[src/hdl/tlhh_pkg.sv]
`timescale 1ns / 1ps
// ----------------------------------------------------------------------------
// tlhh_pkg
// Shared types, codes and helpers for the three-level health hysteresis block.
// ----------------------------------------------------------------------------
package tlhh_pkg;

  // Field widths fixed by the data formats.
  localparam int TIME_W  = 32;
  localparam int SCORE_W = 16;
  localparam int CONF_W  = 16;
  localparam int CNT_W   = 8;
  localparam int CFG_W   = 16;
  localparam int IDX_W   = 3;

  // Default debounce lengths and initial status.
  localparam int DEF_HEALTHY_EXIT_TICKS  = 3;
  localparam int DEF_HEALTHY_ENTER_TICKS = 3;
  localparam int DEF_DOWN_ENTER_TICKS    = 3;
  localparam int DEF_DOWN_EXIT_TICKS     = 3;
  localparam int DEF_INITIAL_STATUS      = 0;

  // Health status levels.
  typedef enum logic [1:0] {
    ST_HEALTHY  = 2'd0,
    ST_DEGRADED = 2'd1,
    ST_DOWN     = 2'd2
  } status_t;

  // Transition reason codes.
  typedef enum logic [2:0] {
    RSN_NONE          = 3'd0,
    RSN_FORCED        = 3'd1,
    RSN_HEALTHY_EXIT  = 3'd2,
    RSN_DOWN_ENTER    = 3'd3,
    RSN_HEALTHY_ENTER = 3'd4,
    RSN_DOWN_EXIT     = 3'd5
  } reason_t;

  // Configuration register indexes.
  typedef enum logic [IDX_W-1:0] {
    CFG_HEALTHY_EXIT_LEVEL  = 3'd0,
    CFG_HEALTHY_ENTER_LEVEL = 3'd1,
    CFG_DOWN_ENTER_LEVEL    = 3'd2,
    CFG_DOWN_EXIT_LEVEL     = 3'd3,
    CFG_MIN_DWELL_TIME      = 3'd4,
    CFG_PROMOTION_CONF      = 3'd5,
    CFG_FORCE_DOWN_CONF     = 3'd6,
    CFG_FORCE_DOWN_ENABLE   = 3'd7
  } cfg_idx_t;

  // Saturating increment of a run-length counter.
  function automatic logic [CNT_W-1:0] sat_inc(input logic [CNT_W-1:0] cnt);
    return (&cnt) ? cnt : cnt + CNT_W'(1);
  endfunction

endpackage

[src/hdl/three_level_health_hysteresis.sv]
`timescale 1ns / 1ps
// ----------------------------------------------------------------------------
// three_level_health_hysteresis
// Healthy / degraded / down status tracker with debounce counters and dwell.
// ----------------------------------------------------------------------------
// One result transaction leaves for every input transaction, in order. An
// item is captured in an input register, evaluated combinationally against
// the status and counters, and lands in the output register, which drives
// out_tvalid. One item is accepted every cycle while the output side keeps
// up. The status feedback loop (compare, counter bump, dwell subtract and
// compare) closes combinationally, from the state registers back to them.
// Configuration writes must be made while no transaction is in flight.
// ----------------------------------------------------------------------------
module three_level_health_hysteresis
  import tlhh_pkg::*;
#(
  parameter int HEALTHY_EXIT_TICKS  = DEF_HEALTHY_EXIT_TICKS,
  parameter int HEALTHY_ENTER_TICKS = DEF_HEALTHY_ENTER_TICKS,
  parameter int DOWN_ENTER_TICKS    = DEF_DOWN_ENTER_TICKS,
  parameter int DOWN_EXIT_TICKS     = DEF_DOWN_EXIT_TICKS,
  parameter int INITIAL_STATUS      = DEF_INITIAL_STATUS
) (
  input  logic             clk,
  input  logic             rst_n,
  // Configuration write port.
  input  logic             cfg_we,
  input  logic [IDX_W-1:0] cfg_index,
  input  logic [CFG_W-1:0] cfg_wdata,
  // Input stream: [31:0] tick_time, [47:32] score_value, [63:48] confidence_value.
  input  logic             in_tvalid,
  output logic             in_tready,
  input  logic [63:0]      in_tdata,
  // Result stream: [1:0] status_now, [2] changed_flag, [5:3] reason_code, [7:6] zero.
  output logic             out_tvalid,
  input  logic             out_tready,
  output logic [7:0]       out_tdata
);

  localparam logic [CNT_W-1:0] HX_TICKS = CNT_W'(HEALTHY_EXIT_TICKS);
  localparam logic [CNT_W-1:0] HE_TICKS = CNT_W'(HEALTHY_ENTER_TICKS);
  localparam logic [CNT_W-1:0] DE_TICKS = CNT_W'(DOWN_ENTER_TICKS);
  localparam logic [CNT_W-1:0] DX_TICKS = CNT_W'(DOWN_EXIT_TICKS);
  localparam logic [1:0] INIT_CODE =
    (INITIAL_STATUS > 2) ? 2'(ST_DOWN) : 2'(INITIAL_STATUS);

  // Configuration registers.
  logic signed [SCORE_W-1:0] healthy_exit_level_r;
  logic signed [SCORE_W-1:0] healthy_enter_level_r;
  logic signed [SCORE_W-1:0] down_enter_level_r;
  logic signed [SCORE_W-1:0] down_exit_level_r;
  logic [CFG_W-1:0]          min_dwell_time_r;
  logic [CONF_W-1:0]         promotion_conf_r;
  logic [CONF_W-1:0]         force_down_conf_r;
  logic                      force_down_enable_r;

  // Input stage.
  logic                      s1_valid_r;
  logic [TIME_W-1:0]         s1_time_r;
  logic signed [SCORE_W-1:0] s1_score_r;
  logic [CONF_W-1:0]         s1_conf_r;
  logic                      s1_adv;

  // Status state.
  status_t           status_r, status_nxt;
  logic [CNT_W-1:0]  hx_cnt_r, hx_cnt_nxt;
  logic [CNT_W-1:0]  he_cnt_r, he_cnt_nxt;
  logic [CNT_W-1:0]  de_cnt_r, de_cnt_nxt;
  logic [CNT_W-1:0]  dx_cnt_r, dx_cnt_nxt;
  logic [TIME_W-1:0] last_change_r;
  logic              has_changed_r;
  logic              changed_nxt;
  reason_t           reason_nxt;

  // Output register.
  logic              out_valid_r;
  status_t           out_status_r;
  logic              out_changed_r;
  reason_t           out_reason_r;

  // Combinational helpers.
  logic [TIME_W-1:0] elapsed;
  logic              dwell_ok;
  logic              force_down;
  logic              allow_promo;
  logic [CNT_W-1:0]  hx_bump, he_bump, de_bump, dx_bump;

  // Configuration writes.
  always_ff @(posedge clk) begin
    if (!rst_n) begin
      healthy_exit_level_r  <= '0;
      healthy_enter_level_r <= '0;
      down_enter_level_r    <= '0;
      down_exit_level_r     <= '0;
      min_dwell_time_r      <= '0;
      promotion_conf_r      <= '0;
      force_down_conf_r     <= '0;
      force_down_enable_r   <= 1'b0;
    end else if (cfg_we) begin
      unique case (cfg_idx_t'(cfg_index))
        CFG_HEALTHY_EXIT_LEVEL:  healthy_exit_level_r  <= cfg_wdata;
        CFG_HEALTHY_ENTER_LEVEL: healthy_enter_level_r <= cfg_wdata;
        CFG_DOWN_ENTER_LEVEL:    down_enter_level_r    <= cfg_wdata;
        CFG_DOWN_EXIT_LEVEL:     down_exit_level_r     <= cfg_wdata;
        CFG_MIN_DWELL_TIME:      min_dwell_time_r      <= cfg_wdata;
        CFG_PROMOTION_CONF:      promotion_conf_r      <= cfg_wdata;
        CFG_FORCE_DOWN_CONF:     force_down_conf_r     <= cfg_wdata;
        CFG_FORCE_DOWN_ENABLE:   force_down_enable_r   <= cfg_wdata[0];
        default: ;
      endcase
    end
  end

  // Handshake: the input stage moves on when the output register is free or drains.
  assign s1_adv    = !out_valid_r || out_tready;
  assign in_tready = !s1_valid_r || s1_adv;

  // Input register.
  always_ff @(posedge clk) begin
    if (!rst_n) begin
      s1_valid_r <= 1'b0;
    end else if (in_tready) begin
      s1_valid_r <= in_tvalid;
    end
  end

  always_ff @(posedge clk) begin
    if (in_tready && in_tvalid) begin
      s1_time_r  <= in_tdata[31:0];
      s1_score_r <= in_tdata[47:32];
      s1_conf_r  <= in_tdata[63:48];
    end
  end

  // Shared per-tick conditions.
  assign elapsed     = s1_time_r - last_change_r;
  assign dwell_ok    = (min_dwell_time_r == '0) || !has_changed_r ||
                       (elapsed >= {{(TIME_W-CFG_W){1'b0}}, min_dwell_time_r});
  assign force_down  = force_down_enable_r && (s1_conf_r < force_down_conf_r) &&
                       (status_r != ST_DOWN);
  assign allow_promo = s1_conf_r >= promotion_conf_r;
  assign hx_bump     = (s1_score_r <= healthy_exit_level_r) ? sat_inc(hx_cnt_r) : '0;
  assign de_bump     = (s1_score_r <= down_enter_level_r) ? sat_inc(de_cnt_r) : '0;
  assign he_bump     = (allow_promo && s1_score_r >= healthy_enter_level_r) ?
                       sat_inc(he_cnt_r) : '0;
  assign dx_bump     = (s1_score_r >= down_exit_level_r) ? sat_inc(dx_cnt_r) : '0;

  // Next status, counters and reason for the item in the input stage.
  always_comb begin
    status_nxt  = status_r;
    hx_cnt_nxt  = hx_cnt_r;
    he_cnt_nxt  = he_cnt_r;
    de_cnt_nxt  = de_cnt_r;
    dx_cnt_nxt  = dx_cnt_r;
    changed_nxt = 1'b0;
    reason_nxt  = RSN_NONE;
    if (force_down) begin
      status_nxt  = ST_DOWN;
      changed_nxt = 1'b1;
      reason_nxt  = RSN_FORCED;
    end else begin
      unique case (status_r)
        ST_HEALTHY: begin
          hx_cnt_nxt = hx_bump;
          if (hx_bump >= HX_TICKS && dwell_ok) begin
            status_nxt  = ST_DEGRADED;
            changed_nxt = 1'b1;
            reason_nxt  = RSN_HEALTHY_EXIT;
          end
        end
        ST_DEGRADED: begin
          de_cnt_nxt = de_bump;
          he_cnt_nxt = he_bump;
          if (de_bump >= DE_TICKS) begin
            status_nxt  = ST_DOWN;
            changed_nxt = 1'b1;
            reason_nxt  = RSN_DOWN_ENTER;
          end else if (he_bump >= HE_TICKS && dwell_ok) begin
            status_nxt  = ST_HEALTHY;
            changed_nxt = 1'b1;
            reason_nxt  = RSN_HEALTHY_ENTER;
          end
        end
        default: begin
          dx_cnt_nxt = dx_bump;
          if (dx_bump >= DX_TICKS && dwell_ok) begin
            status_nxt  = ST_DEGRADED;
            changed_nxt = 1'b1;
            reason_nxt  = RSN_DOWN_EXIT;
          end
        end
      endcase
    end
    // Any transition restarts every debounce run.
    if (changed_nxt) begin
      hx_cnt_nxt = '0;
      he_cnt_nxt = '0;
      de_cnt_nxt = '0;
      dx_cnt_nxt = '0;
    end
  end

  // State update when the input stage item is evaluated.
  always_ff @(posedge clk) begin
    if (!rst_n) begin
      status_r      <= status_t'(INIT_CODE);
      hx_cnt_r      <= '0;
      he_cnt_r      <= '0;
      de_cnt_r      <= '0;
      dx_cnt_r      <= '0;
      last_change_r <= '0;
      has_changed_r <= 1'b0;
    end else if (s1_valid_r && s1_adv) begin
      status_r <= status_nxt;
      hx_cnt_r <= hx_cnt_nxt;
      he_cnt_r <= he_cnt_nxt;
      de_cnt_r <= de_cnt_nxt;
      dx_cnt_r <= dx_cnt_nxt;
      if (changed_nxt) begin
        last_change_r <= s1_time_r;
        has_changed_r <= 1'b1;
      end
    end
  end

  // Output register.
  always_ff @(posedge clk) begin
    if (!rst_n) begin
      out_valid_r <= 1'b0;
    end else if (s1_adv) begin
      out_valid_r <= s1_valid_r;
    end
  end

  always_ff @(posedge clk) begin
    if (s1_valid_r && s1_adv) begin
      out_status_r  <= status_nxt;
      out_changed_r <= changed_nxt;
      out_reason_r  <= reason_nxt;
    end
  end

  assign out_tvalid = out_valid_r;
  assign out_tdata  = {2'b00, out_reason_r, out_changed_r, out_status_r};

  // The result just loaded reports the status now held in state.
  a_status_match: assert property (@(posedge clk) disable iff (!rst_n)
    (s1_valid_r && s1_adv) |=> (out_tdata[1:0] == status_r))
    else $error("result status differs from tracked status");

  // A transition clears every counter and records that a change happened.
  a_clear_on_change: assert property (@(posedge clk) disable iff (!rst_n)
    (s1_valid_r && s1_adv && changed_nxt) |=>
      (hx_cnt_r == '0 && he_cnt_r == '0 && de_cnt_r == '0 && dx_cnt_r == '0 &&
       has_changed_r))
    else $error("counters not cleared after transition");

  // The input side stalls only when both stages are full and the output is held.
  a_stall_cause: assert property (@(posedge clk) disable iff (!rst_n)
    !in_tready |-> (s1_valid_r && out_valid_r && !out_tready))
    else $error("input stalled without a full pipeline");

endmodule

[config.mk]
export PLATFORM = sky130hd
export DESIGN_NAME = three_level_health_hysteresis
export DESIGN_NICKNAME = d
export VERILOG_FILES = /design/src/hdl/tlhh_pkg.sv /design/src/hdl/three_level_health_hysteresis.sv
export SDC_FILE = /design/constraint.sdc
export NUM_CORES = 1
export LEC_CHECK = 0
export BUFFER_PORTS_ARGS = -buffer_cell sky130_fd_sc_hd__buf_2
export CAP_MARGIN = 30
export CORE_MARGIN = 2
export CORE_UTILIZATION = 25
export DETAILED_ROUTE_END_ITERATION = 16
export PLACE_DENSITY = 0.51
export SETUP_SLACK_MARGIN = 0.2
export SLEW_MARGIN = 20
export SYNTH_ARGS = -nofsm -noshare
export SYNTH_HDL_FRONTEND = slang
export SYNTH_SLANG_ARGS = --single-unit
[constraint.sdc]
create_clock -name clk -period 4.55 [get_ports clk]
set_clock_uncertainty 0.2 [all_clocks]
set_input_delay 0.6825 -clock clk [delete_from_list [all_inputs] [get_ports clk]]
set_output_delay 0.6825 -clock clk [all_outputs]
set_load 0.01 [all_outputs]
* Word-level counts from Yosys, hierarchy flattened
Cells that the tools add are included.
** Storage, ports and cells
- Flip-flop bits (word level) :: 252
- Bits in latches :: 0
- Bits in writable memories :: 0
- Memory bits (read-only) :: 0
- Bits of input ports :: 88
- Output and inout bits :: 10
- Logic and storage cells :: 124
- Memories kept :: 0
** Operators by class
- Add/sub/neg operators :: 5
- Multiply operators :: 0
- Div/mod/pow operators :: 0
- $lt $le $gt $ge :: 11
- Equality and inequality tests :: 11
- Shift-type cells :: 0
- Muxes and demuxes :: 37
- Bitwise gates (word level) :: 0
- Reduce and logical (&&, ||, !) cells :: 37
** Operators by type and width (count)
- two-way mux 8 bit :: 20
- greater-or-equal comparator 16 bit :: 3
- adder 8 x 1 -> 8 bit, second input constant :: 4
- greater-or-equal comparator 32 x 16 -> 1 bit :: 1
- greater-or-equal comparator 8 x 2 -> 1 bit, second input constant :: 4
- <= comparator 16 bit :: 2
- AND reduction 8 bit :: 4
- subtractor 32 bit :: 1
- AND reduction 2 bit :: 9
- logical NOT 16 bit :: 1
- < comparator 16 bit :: 1
- equality test 3 bit, second input constant :: 4
- two-way mux 2 bit :: 6
- two-way mux 3 bit :: 3
- AND reduction 3 bit :: 3
- logical AND 1 bit :: 8
- equality test 3 x 2 -> 1 bit, second input constant :: 2
- case mux 3 bit (2 select lines) :: 1
- two-way mux 1 bit :: 5
- logical OR 1 bit :: 4
- inequality test 2 bit, second input constant :: 2
- case mux 2 bit (2 select lines) :: 1
- nonzero test 2 bit :: 2
- equality test 3 x 1 -> 1 bit, second input constant :: 1
- 7 further kinds :: 9

* Logic depth before layout (Yosys ltp)
Gate-level depths: netlist (run 1).
- Word-level depth :: 11
- Depth in mapped cells :: 24
- Gate-level depth less buffers :: 21

* Worst setup path before layout (run 1)
OpenSTA, ideal clock, no wires.
- Path kind :: register -> register
- Start :: reg s1_time_r[3]
- End :: reg he_cnt_r[1]
- Setup time :: 0.083 ns
- Arrival :: 4.452 ns
- Required time :: 4.267 ns
- Setup slack :: -0.185 ns
- Cell stages (with the launch flop) :: 24
- Path buffers :: 3
- Period minus slack after synthesis :: 4.735 ns
- Cell sequence :: edfxtp_1 ha_1 a21o_2 a21oi_1 nand2_1 a21oi_1 nor2b_1 o21ai_0 nand2_1 a21oi_1 xnor2_1 ha_1 a21oi_1 nor2b_1 o21ai_0 a31oi_1 or4_1 or4_1 buf_2 nor3_4 buf_6 buf_12 o2111ai_1 o221ai_1
** On the way
- Longest elaborated chain between the ends :: 10
- Elaborated cells between the ends (all ways) :: 16
- Those cells by class :: 1 x add/sub; 1 x order compare; 1 x eq/ne; 7 x mux; 6 x reduce/logical
** RTL lines
- start: declaration :: line three_level_health_hysteresis.sv:58 : logic [TIME_W-1:0] s1_time_r;
- start signal: assignment :: line three_level_health_hysteresis.sv:128 : s1_time_r <= in_tdata[31:0];
- subtractor 32 bit * :: line three_level_health_hysteresis.sv:135 : assign elapsed = s1_time_r - last_change_r;
- greater-or-equal comparator 32 x 16 -> 1 bit * :: line three_level_health_hysteresis.sv:137 : (elapsed >= {{(TIME_W-CFG_W){1'b0}}, min_dwell_time_r});
- logical OR 1 bit * :: line three_level_health_hysteresis.sv:136 : assign dwell_ok = (min_dwell_time_r == '0) || !has_changed_r ||
- logical AND 1 bit :: line three_level_health_hysteresis.sv:177 : end else if (he_bump >= HE_TICKS && dwell_ok) begin
- two-way mux 1 bit :: line three_level_health_hysteresis.sv:177
- two-way mux 1 bit :: line three_level_health_hysteresis.sv:173 : if (de_bump >= DE_TICKS) begin
- case mux 1 bit (2 select lines) * :: line three_level_health_hysteresis.sv:161 : unique case (status_r)
- two-way mux 1 bit * :: line three_level_health_hysteresis.sv:156 : if (force_down) begin
- inequality test 2 bit (no line) / nonzero test 2 bit (equally long branches)
- AND reduction 3 bit (no line)
- end signal: assignment :: line three_level_health_hysteresis.sv:215 : he_cnt_r <= he_cnt_nxt;
- end: declaration :: line three_level_health_hysteresis.sv:66 : logic [CNT_W-1:0] he_cnt_r, he_cnt_nxt;
Mark *: on every way between the ends. The rest lies on a longest branch, timed or not.
A chain may end at the register's enable or synchronous reset.

* Final worst setup path (run 1)
- Start :: reg s1_time_r[1]
- End :: reg hx_cnt_r[7]
** On the way
- Longest elaborated chain between the ends :: 10
- Elaborated cells between the ends (all ways) :: 16
- Those cells by class :: 1 x add/sub; 1 x order compare; 1 x eq/ne; 7 x mux; 6 x reduce/logical
** RTL lines
- subtractor 32 bit * :: line three_level_health_hysteresis.sv:135
- greater-or-equal comparator 32 x 16 -> 1 bit * :: line three_level_health_hysteresis.sv:137
- logical OR 1 bit * :: line three_level_health_hysteresis.sv:136
- logical AND 1 bit :: line three_level_health_hysteresis.sv:177
- two-way mux 1 bit :: line three_level_health_hysteresis.sv:177
- two-way mux 1 bit :: line three_level_health_hysteresis.sv:173
- case mux 1 bit (2 select lines) * :: line three_level_health_hysteresis.sv:161
- two-way mux 1 bit * :: line three_level_health_hysteresis.sv:156
- inequality test 2 bit (no line) / nonzero test 2 bit (equally long branches)
- AND reduction 3 bit (no line)
- end signal: assignment :: line three_level_health_hysteresis.sv:214 : hx_cnt_r <= hx_cnt_nxt;
- end: declaration :: line three_level_health_hysteresis.sv:65 : logic [CNT_W-1:0] hx_cnt_r, hx_cnt_nxt;
Marked as above.

==> results of run 1 <==
-- power breakdown --
group / internal (mW) / switching, mW
Clock: 1.38 / 0.999
Sequential: 2.37 / 0.0501
Combinational: 0.292 / 0.423
-- critical path: cells and delay by family (launching register included) --
family	cells	cell delay, ns
fa+ha+maj	2	0.57
flops	1	0.40
simple gates	5	1.31
xor+xnor	1	0.17
buf+inv	5	0.71
compound gates	8	1.41
-- worst min-delay path by stage --
stage | endpoint | slack, ns | depth (start not counted) | start
final | s1_time_r[22] | 0.07 | 1 | in_tdata[22]
after floorplan | de_cnt_r[7] | 0.22 | 2 | de_cnt_r[7]
after global routing | s1_score_r[7] | 0.04 | 1 | in_tdata[39]
after detailed placement | healthy_enter_level_r[7] | 0.25 | 2 | healthy_enter_level_r[7]
after CTS | s1_score_r[8] | 0.04 | 1 | in_tdata[40]
after global placement | healthy_enter_level_r[14] | 0.24 | 2 | healthy_enter_level_r[14]
-- state kept, by name (all words and copies together) (netlist names), 16 cells and up --
signal                 cells
down_enter_level_r        16
down_exit_level_r         16
s1_conf_r                 16
s1_time_r                 32
healthy_exit_level_r      16
s1_score_r                16
promotion_conf_r          16
min_dwell_time_r          16
last_change_r             32
force_down_conf_r         16
healthy_enter_level_r     16
-- cell type report --
| class | count | area (um2) |
|---|---|---|
| Fill cell | 6187 | 40400 |
| Multi-Input combinational cell | 1272 | 8420 |
| Sequential cell | 252 | 5750 |
| Timing Repair Buffer | 209 | 1760 |
| Tap cell | 773 | 967 |
| Clock buffer | 42 | 858 |
| Inverter | 205 | 772 |
| Clock inverter | 14 | 121 |
| Antenna cell | 1 | 2.50 |
-- metal layers --
layer,up-vias,track usage (%)
met2,207,23.7
met3,59,1.64
met5,-,0
met4,0,4.00
met1,6215,17.7
li1,6743,-
-- cell usage after synthesis (4+ instances only) --
cell type | count | area share (%)
dfxtp_1 | 182 | 24
and3_1 | 8 | 0.33
o21ai_0 | 63 | 2.1
inv_1 | 204 | 5.1
nor2_1 | 75 | 1.9
o21a_1 | 9 | 0.45
xor2_1 | 6 | 0.35
nand2b_1 | 12 | 0.50
buf_6 | 4 | 0.30
ha_1 | 146 | 12
or2_2 | 4 | 0.17
a2111oi_0 | 5 | 0.29
buf_2 | 12 | 0.40
clkbuf_1 | 51 | 1.3
a22oi_1 | 4 | 0.20
a211oi_1 | 15 | 0.75
a211o_1 | 4 | 0.23
or3_1 | 6 | 0.25
o221ai_1 | 5 | 0.29
buf_4 | 4 | 0.20
nor4_1 | 9 | 0.38
a21oi_1 | 240 | 8.0
nor2b_1 | 14 | 0.59
o2111ai_1 | 10 | 0.59
nand4_1 | 37 | 1.5
nand3_1 | 38 | 1.3
o211ai_1 | 18 | 0.90
o21bai_1 | 5 | 0.25
or4_1 | 38 | 1.9
nor3_1 | 25 | 0.84
mux2i_1 | 7 | 0.47
and2_1 | 8 | 0.33
edfxtp_1 | 70 | 14
xnor2_1 | 17 | 1.0
a31oi_1 | 12 | 0.50
a21o_1 | 17 | 0.85
o31ai_1 | 41 | 2.1
nand2_1 | 308 | 7.7
-- cell usage in the layout (no fill, tap or decap), types with 16 or more instances in the layout --
cell type and n:
a21o_1 17, a21oi_1 229, buf_2 95, buf_4 74
buf_6 16, clkbuf_16 35, dfxtp_1 181, edfxtp_1 70
ha_1 139, inv_1 202, nand2_1 308, nand3_1 36
nand4_1 37, nor2_1 67, nor3_1 24, o211ai_1 18
o21ai_0 54, o31ai_1 33, or4_1 37, xnor2_1 17
-- cell families after synthesis --
family	count (synthesis)	synth area share, %
simple gates	603	19.0
other cells	1	0.0251
fa+ha+maj	147	12.4
flops	252	38.4
xor+xnor	23	1.35
compound gates	486	20.0
buf+inv	285	8.00
mux	11	0.770
-- repair_timing --
item,in CTS,in global routing
setup buffers,15,10
gates cloned,8,5
setup endpoints to repair,73,73
resized for setup,50,43
pin swaps,20,9
==> impl_results.md, run 1 <==
- Status: finished, violations left
- Violated checks: negative setup slack
- Met2 WL post-DR: 21300 um
- Worst slew pin tran: 0.945 ns
- Clock Path Buffers: 3
- Worst r2r src: s1_time_r[1]
- Drt first pass iters: 5
- Initial antenna violation count: 1
- HP Class: primary input to flop
- Number of synthesized flops with an enable pin: 70
- Minimum clock period: 4.85 ns
- Share of layout cells above drive strength 1: 17.6%
- Port bufs: 95
- Critical path cell sequence: ha_1 -> and2b_2 -> o2111ai_2 -> buf_4 -> buf_4 -> a21o_4 -> o211ai_4 -> xor2_1 -> ha_1 -> a21o_1 -> a21o_1 -> a21oi_2 -> nand4b_1 -> or4_1 -> or4_4 -> buf_6 -> o21bai_4 -> buf_6 -> clkbuf_16 -> nand4_1 -> a22oi_1
- Hold Violations, Final: 0
- Vias in the first global route: roughly 13k
- Die height: approximately 250 um
- Slowest CP cell: or4_4
- Yosys warnings: 0
- R2R cell count: 21
- Main flop type after synthesis: dfxtp_1
- Final period util: 107%
- Initial drt markers: 730
- Peak supply drop: 256 uV
- Max Clk Rate: 0.206 GHz
- Seq cells post-synth: 252
- CP endpoint: hx_cnt_r[7]
- Clock latency on the worst-skew pair: 0.58 ns
- CTS clk-pin slew, worst paths: 0.06 ns
- Critical Path AT: 5.15 ns
- RSZ-0062 raised after global routing: yes
- Cell Area, Placed: 16700 um2
- Power Dens Cells: slightly below 300 nW/um2
- Post-route cell area: 18700 um2
- Placed Instances: about 2.7k
- Tot GR Track Use: a little over an eighth
- Vias per inst: 4.78
- DRC Markers: 0
- CTS buffer count: 30
- Crit-path max cell delay: 0.54 ns
- CTS tree: yes
- Mapped Cells: 1808
- Die area: 61700 um2
- Finished Layout Cells: 2768
- Top sig layer: met4
- Crit Path Max Fanout: 6
- Critical Path RT: 4.85 ns
- Yosys cell types: 90
- Min setup slack post-route: -0.297 ns
- Hold Buf Count CTS: 0
- P&R area growth vs syn: 24.8%
- Routed vias: 13.2k
- Number of routed nets with antenna violations: 0
- Nets: between 2k and 2.5k
- GR Overflow Total: 0
- CTS Root Cell: clkbuf_16
- Detailed placement HPWL: 30200 um
- Seq/Total Area, Yosys: 38.4%
- Num rows: 89
- Worst setup EP type: flop
- Initial Utilization: 25.3%
- Slew Limit Fails: 0
- Total Power: 5.51 mW
- FFs w/ async S/R, synth: 0%
- Htree depth: 1
- Final setup vio count: 73
- Worst rel slew slack: 36.5%
- Hold_ws: slightly above 0.07 ns
- Worst Setup SP: s1_time_r[1]
- Max cap viols: 0
- I/O pin count: 98
- Drt total wl: 43900 um
- Fin util: 31.6%
- Metal3 WL: 1670 um
- Startpoint Class: flop
- Core area: 59000 um2
- CTS Sinks: 252
- Die width: approximately 250 um
- Static Leak: 6.64 nW
- FF-to-FF setup slack: -0.30 ns
- First-pass GRT wire length: 69300 um
- Synthesized area: 14900 um2
- Largest net degree at the start of global routing: 74
- WL/cell: ~16 um
- Met1 wire length: 19900 um
- Avg Cell Area, Syn: 8.27 um2
- TNS Setup: -16.66 ns
- Place WS: -0.264 ns
- Worst reg2reg endpoint: hx_cnt_r[7]
- RePlAce Congestion: roughly 0.84
- Worst Setup Path Type: flop to flop
(Power assumes the default switching activity.)
==> run 2, diff against run 1 <==
--- a/config.mk
+++ b/config.mk
@@ -7,6 +7,7 @@
 export LEC_CHECK = 0
 export BUFFER_PORTS_ARGS = -buffer_cell sky130_fd_sc_hd__buf_2
 export CAP_MARGIN = 30
+export CORE_ASPECT_RATIO = 1.75
 export CORE_MARGIN = 2
 export CORE_UTILIZATION = 25
 export DETAILED_ROUTE_END_ITERATION = 16
==> impl_results.md, run 2 (same netlist as run 1, synthesis figures left out) <==
- Core area: 59200 um2 (+0.31%)
- Slew Limit Fails: 0 (unchanged)
- First-pass GRT wire length: 71200 um (+2.8%)
- Clock Path Buffers: 3 (unchanged)
- Nets: 2183 (-1.0%)
- Violated checks: negative setup slack
- Total Power: 5.54 mW (+0.57%)
- Hold Buf Count CTS: 0 (unchanged)
- CTS tree: yes
- WL/cell: 17.0 um (+7.3%)
- Die area: 61800 um2 (+0.12%)
- Critical path cell sequence: ha_4 -> and4_4 -> nand3_4 -> a21o_2 -> o211ai_2 -> xor2_1 -> ha_1 -> a21o_1 -> a21o_1 -> a21oi_2 -> nand4b_1 -> or4_1 -> or4_4 -> nor3_4 -> buf_4 -> clkbuf_16 -> o31ai_1 -> a21oi_1
- Die height: 327 um (+32%)
- HP Class: primary input to flop
- RSZ-0062 raised after global routing: yes
- Max cap viols: 0 (unchanged)
- Worst slew pin tran: 0.848 ns (-0.0970 ns)
- CTS Root Cell: clkbuf_16
- Tot GR Track Use: 14.5% (+0.82 points)
- Fin util: 30.7% (-0.86 points)
- Share of layout cells above drive strength 1: 16.5% (-1.1 points)
- Number of routed nets with antenna violations: 0 (unchanged)
- Minimum clock period: 4.74 ns (-0.109 ns)
- Post-route cell area: 18200 um2 (-2.4%)
- GR Overflow Total: 0 (unchanged)
- Htree depth: 1 (unchanged)
- Crit-path max cell delay: 0.55 ns (about the same)
- Biggest regs: last_change_r (32), s1_time_r (32)
- Drt first pass iters: 7 (+2)
- Initial drt markers: 647 (-11%)
- Num rows: 118 (+33%)
- Largest net degree at the start of global routing: 69 (-6.8%)
- Most common cell after layout, fill and taps aside: nand2_1
- CTS clk-pin slew, worst paths: 0.06 ns (about the same)
- Max Clk Rate: 0.211 GHz (+2.3%)
- RePlAce Congestion: 0.836 (-0.65%)
- Power Dens Cells: 305 nW/um2 (+3.1%)
- Crit Path Max Fanout: 14 (+8)
- Critical Path AT: 5.03 ns (-0.12 ns)
- Startpoint Class: flop
- Drt total wl: 46800 um (+6.6%)
- Hold_sp: in_tdata[55]
- FF-to-FF setup slack: -0.19 ns (+0.11 ns)
- Static Leak: 6.44 nW (-3.0%)
- Port bufs: 95 (unchanged)
- Vias in the first global route: 13.3k (+4.4%)
- Slowest CP cell: or4_4
- Final setup vio count: 69 (-5.5%)
- Cell Area, Placed: 16700 um2 (about the same)
- Final period util: 104% (-2.4 points)
- Die width: 189 um (-24%)
- Detailed placement HPWL: 33900 um (+12%)
- Crit path top cell by count: a21o_1
- DRC Markers: 0 (unchanged)
- Worst Setup SP: s1_time_r[9]
- Vias per inst: 4.86 (+1.8%)
- Place WS: -0.396 ns (-0.132 ns)
- CTS Sinks: 252 (unchanged)
- Commonest cells after routing, fill and taps aside: nand2_1, a21oi_1, inv_1
- I/O pin count: 98 (unchanged)
- P&R area growth vs syn: 21.8%
- Worst Setup Path Type: flop to flop
- CTS buffer count: 28 (-6.7%)
- Routed vias: 13.4k (+1.1%)
- Initial Utilization: 25.2% (-0.079 points)
- Min setup slack post-route: -0.188 ns (+0.109 ns)
- Status: finished, violations left
- Peak supply drop: 246 uV (-4.1%)
- Finished Layout Cells: 2750 (-0.65%)
- Initial antenna violation count: 0 (-1)
- Top Family by Delay on Critical Path: simple AND/OR/NAND/NOR gates
- Hold Violations, Final: 0 (unchanged)
- CP bufs+invs: 2 (-3)
- Worst r2r src: s1_time_r[9]
- Critical Path RT: 4.85 ns (about the same)
- N_diodes: 0 (-1)
- Worst setup EP type: flop
- Worst rel slew slack: 43.0% (+6.5 points)
- Placed Instances: 2678 (+0.22%)
- Clock latency on the worst-skew pair: 0.58 ns (about the same)
run 2: final timing paths:
path	endpoint	cells after the start
setup reg to reg	last_change_r[26]	18
setup / recovery	last_change_r[26]	18
hold / removal	s1_conf_r[7]	1
hold reg to reg	down_exit_level_r[10]	2
run 2: through the flow:
stage	TNS [ns]	hold slack, ns
floorplan	0	0.222
global placement	-15.43	0.242
detailed placement	-18.97	0.246
CTS	-9.48	0.0362
global route	-27.62	0.0498
finish	-8.42	0.0726
run 2: routing by layer:
metal	GRT usage (%)	up-vias	share of wire [%]
li1	-	6681	-
met1	15.8	6277	39
met2	27.5	312	52
met3	1.86	104	3.8
met4	6.59	0	4.7
met5	0	-	0
run 2: final cells by class:
cell class | instances | area (um2)
well taps | 780 | 976
inverters | 205 | 772
flip-flops and latches | 252 | 5750
repair buffers | 189 | 1340
clock buffers | 38 | 811
clock inverters | 14 | 148
fillers | 6228 | 41000
multi-input cells | 1272 | 8410
run 2: power by group:
part / total, mW / switching (mW) / internal, mW / leakage [nW]
logic: 0.726 / 0.436 / 0.290 / 3.81
clock network: 2.39 / 0.980 / 1.41 / 0.470
registers: 2.43 / 0.0537 / 2.37 / 2.15
run 2: worst register-to-register path, delay by kind of cell, from the launching register on:
kind,cells,cell delay [ns]
flops,1,0.46
buf+inv,2,0.38
simple gates,6,1.66
compound gates,7,1.13
fa+ha+maj,2,0.60
xor+xnor,1,0.22
run 2: timing repair:
action                     4_1_cts  5_1_grt
hold endpoints to repair         0        0
gates resized for setup         36       33
cloned                           0        5
pin swaps                       14       26
setup endpoints to repair       73       73
buffers inserted                 7        8
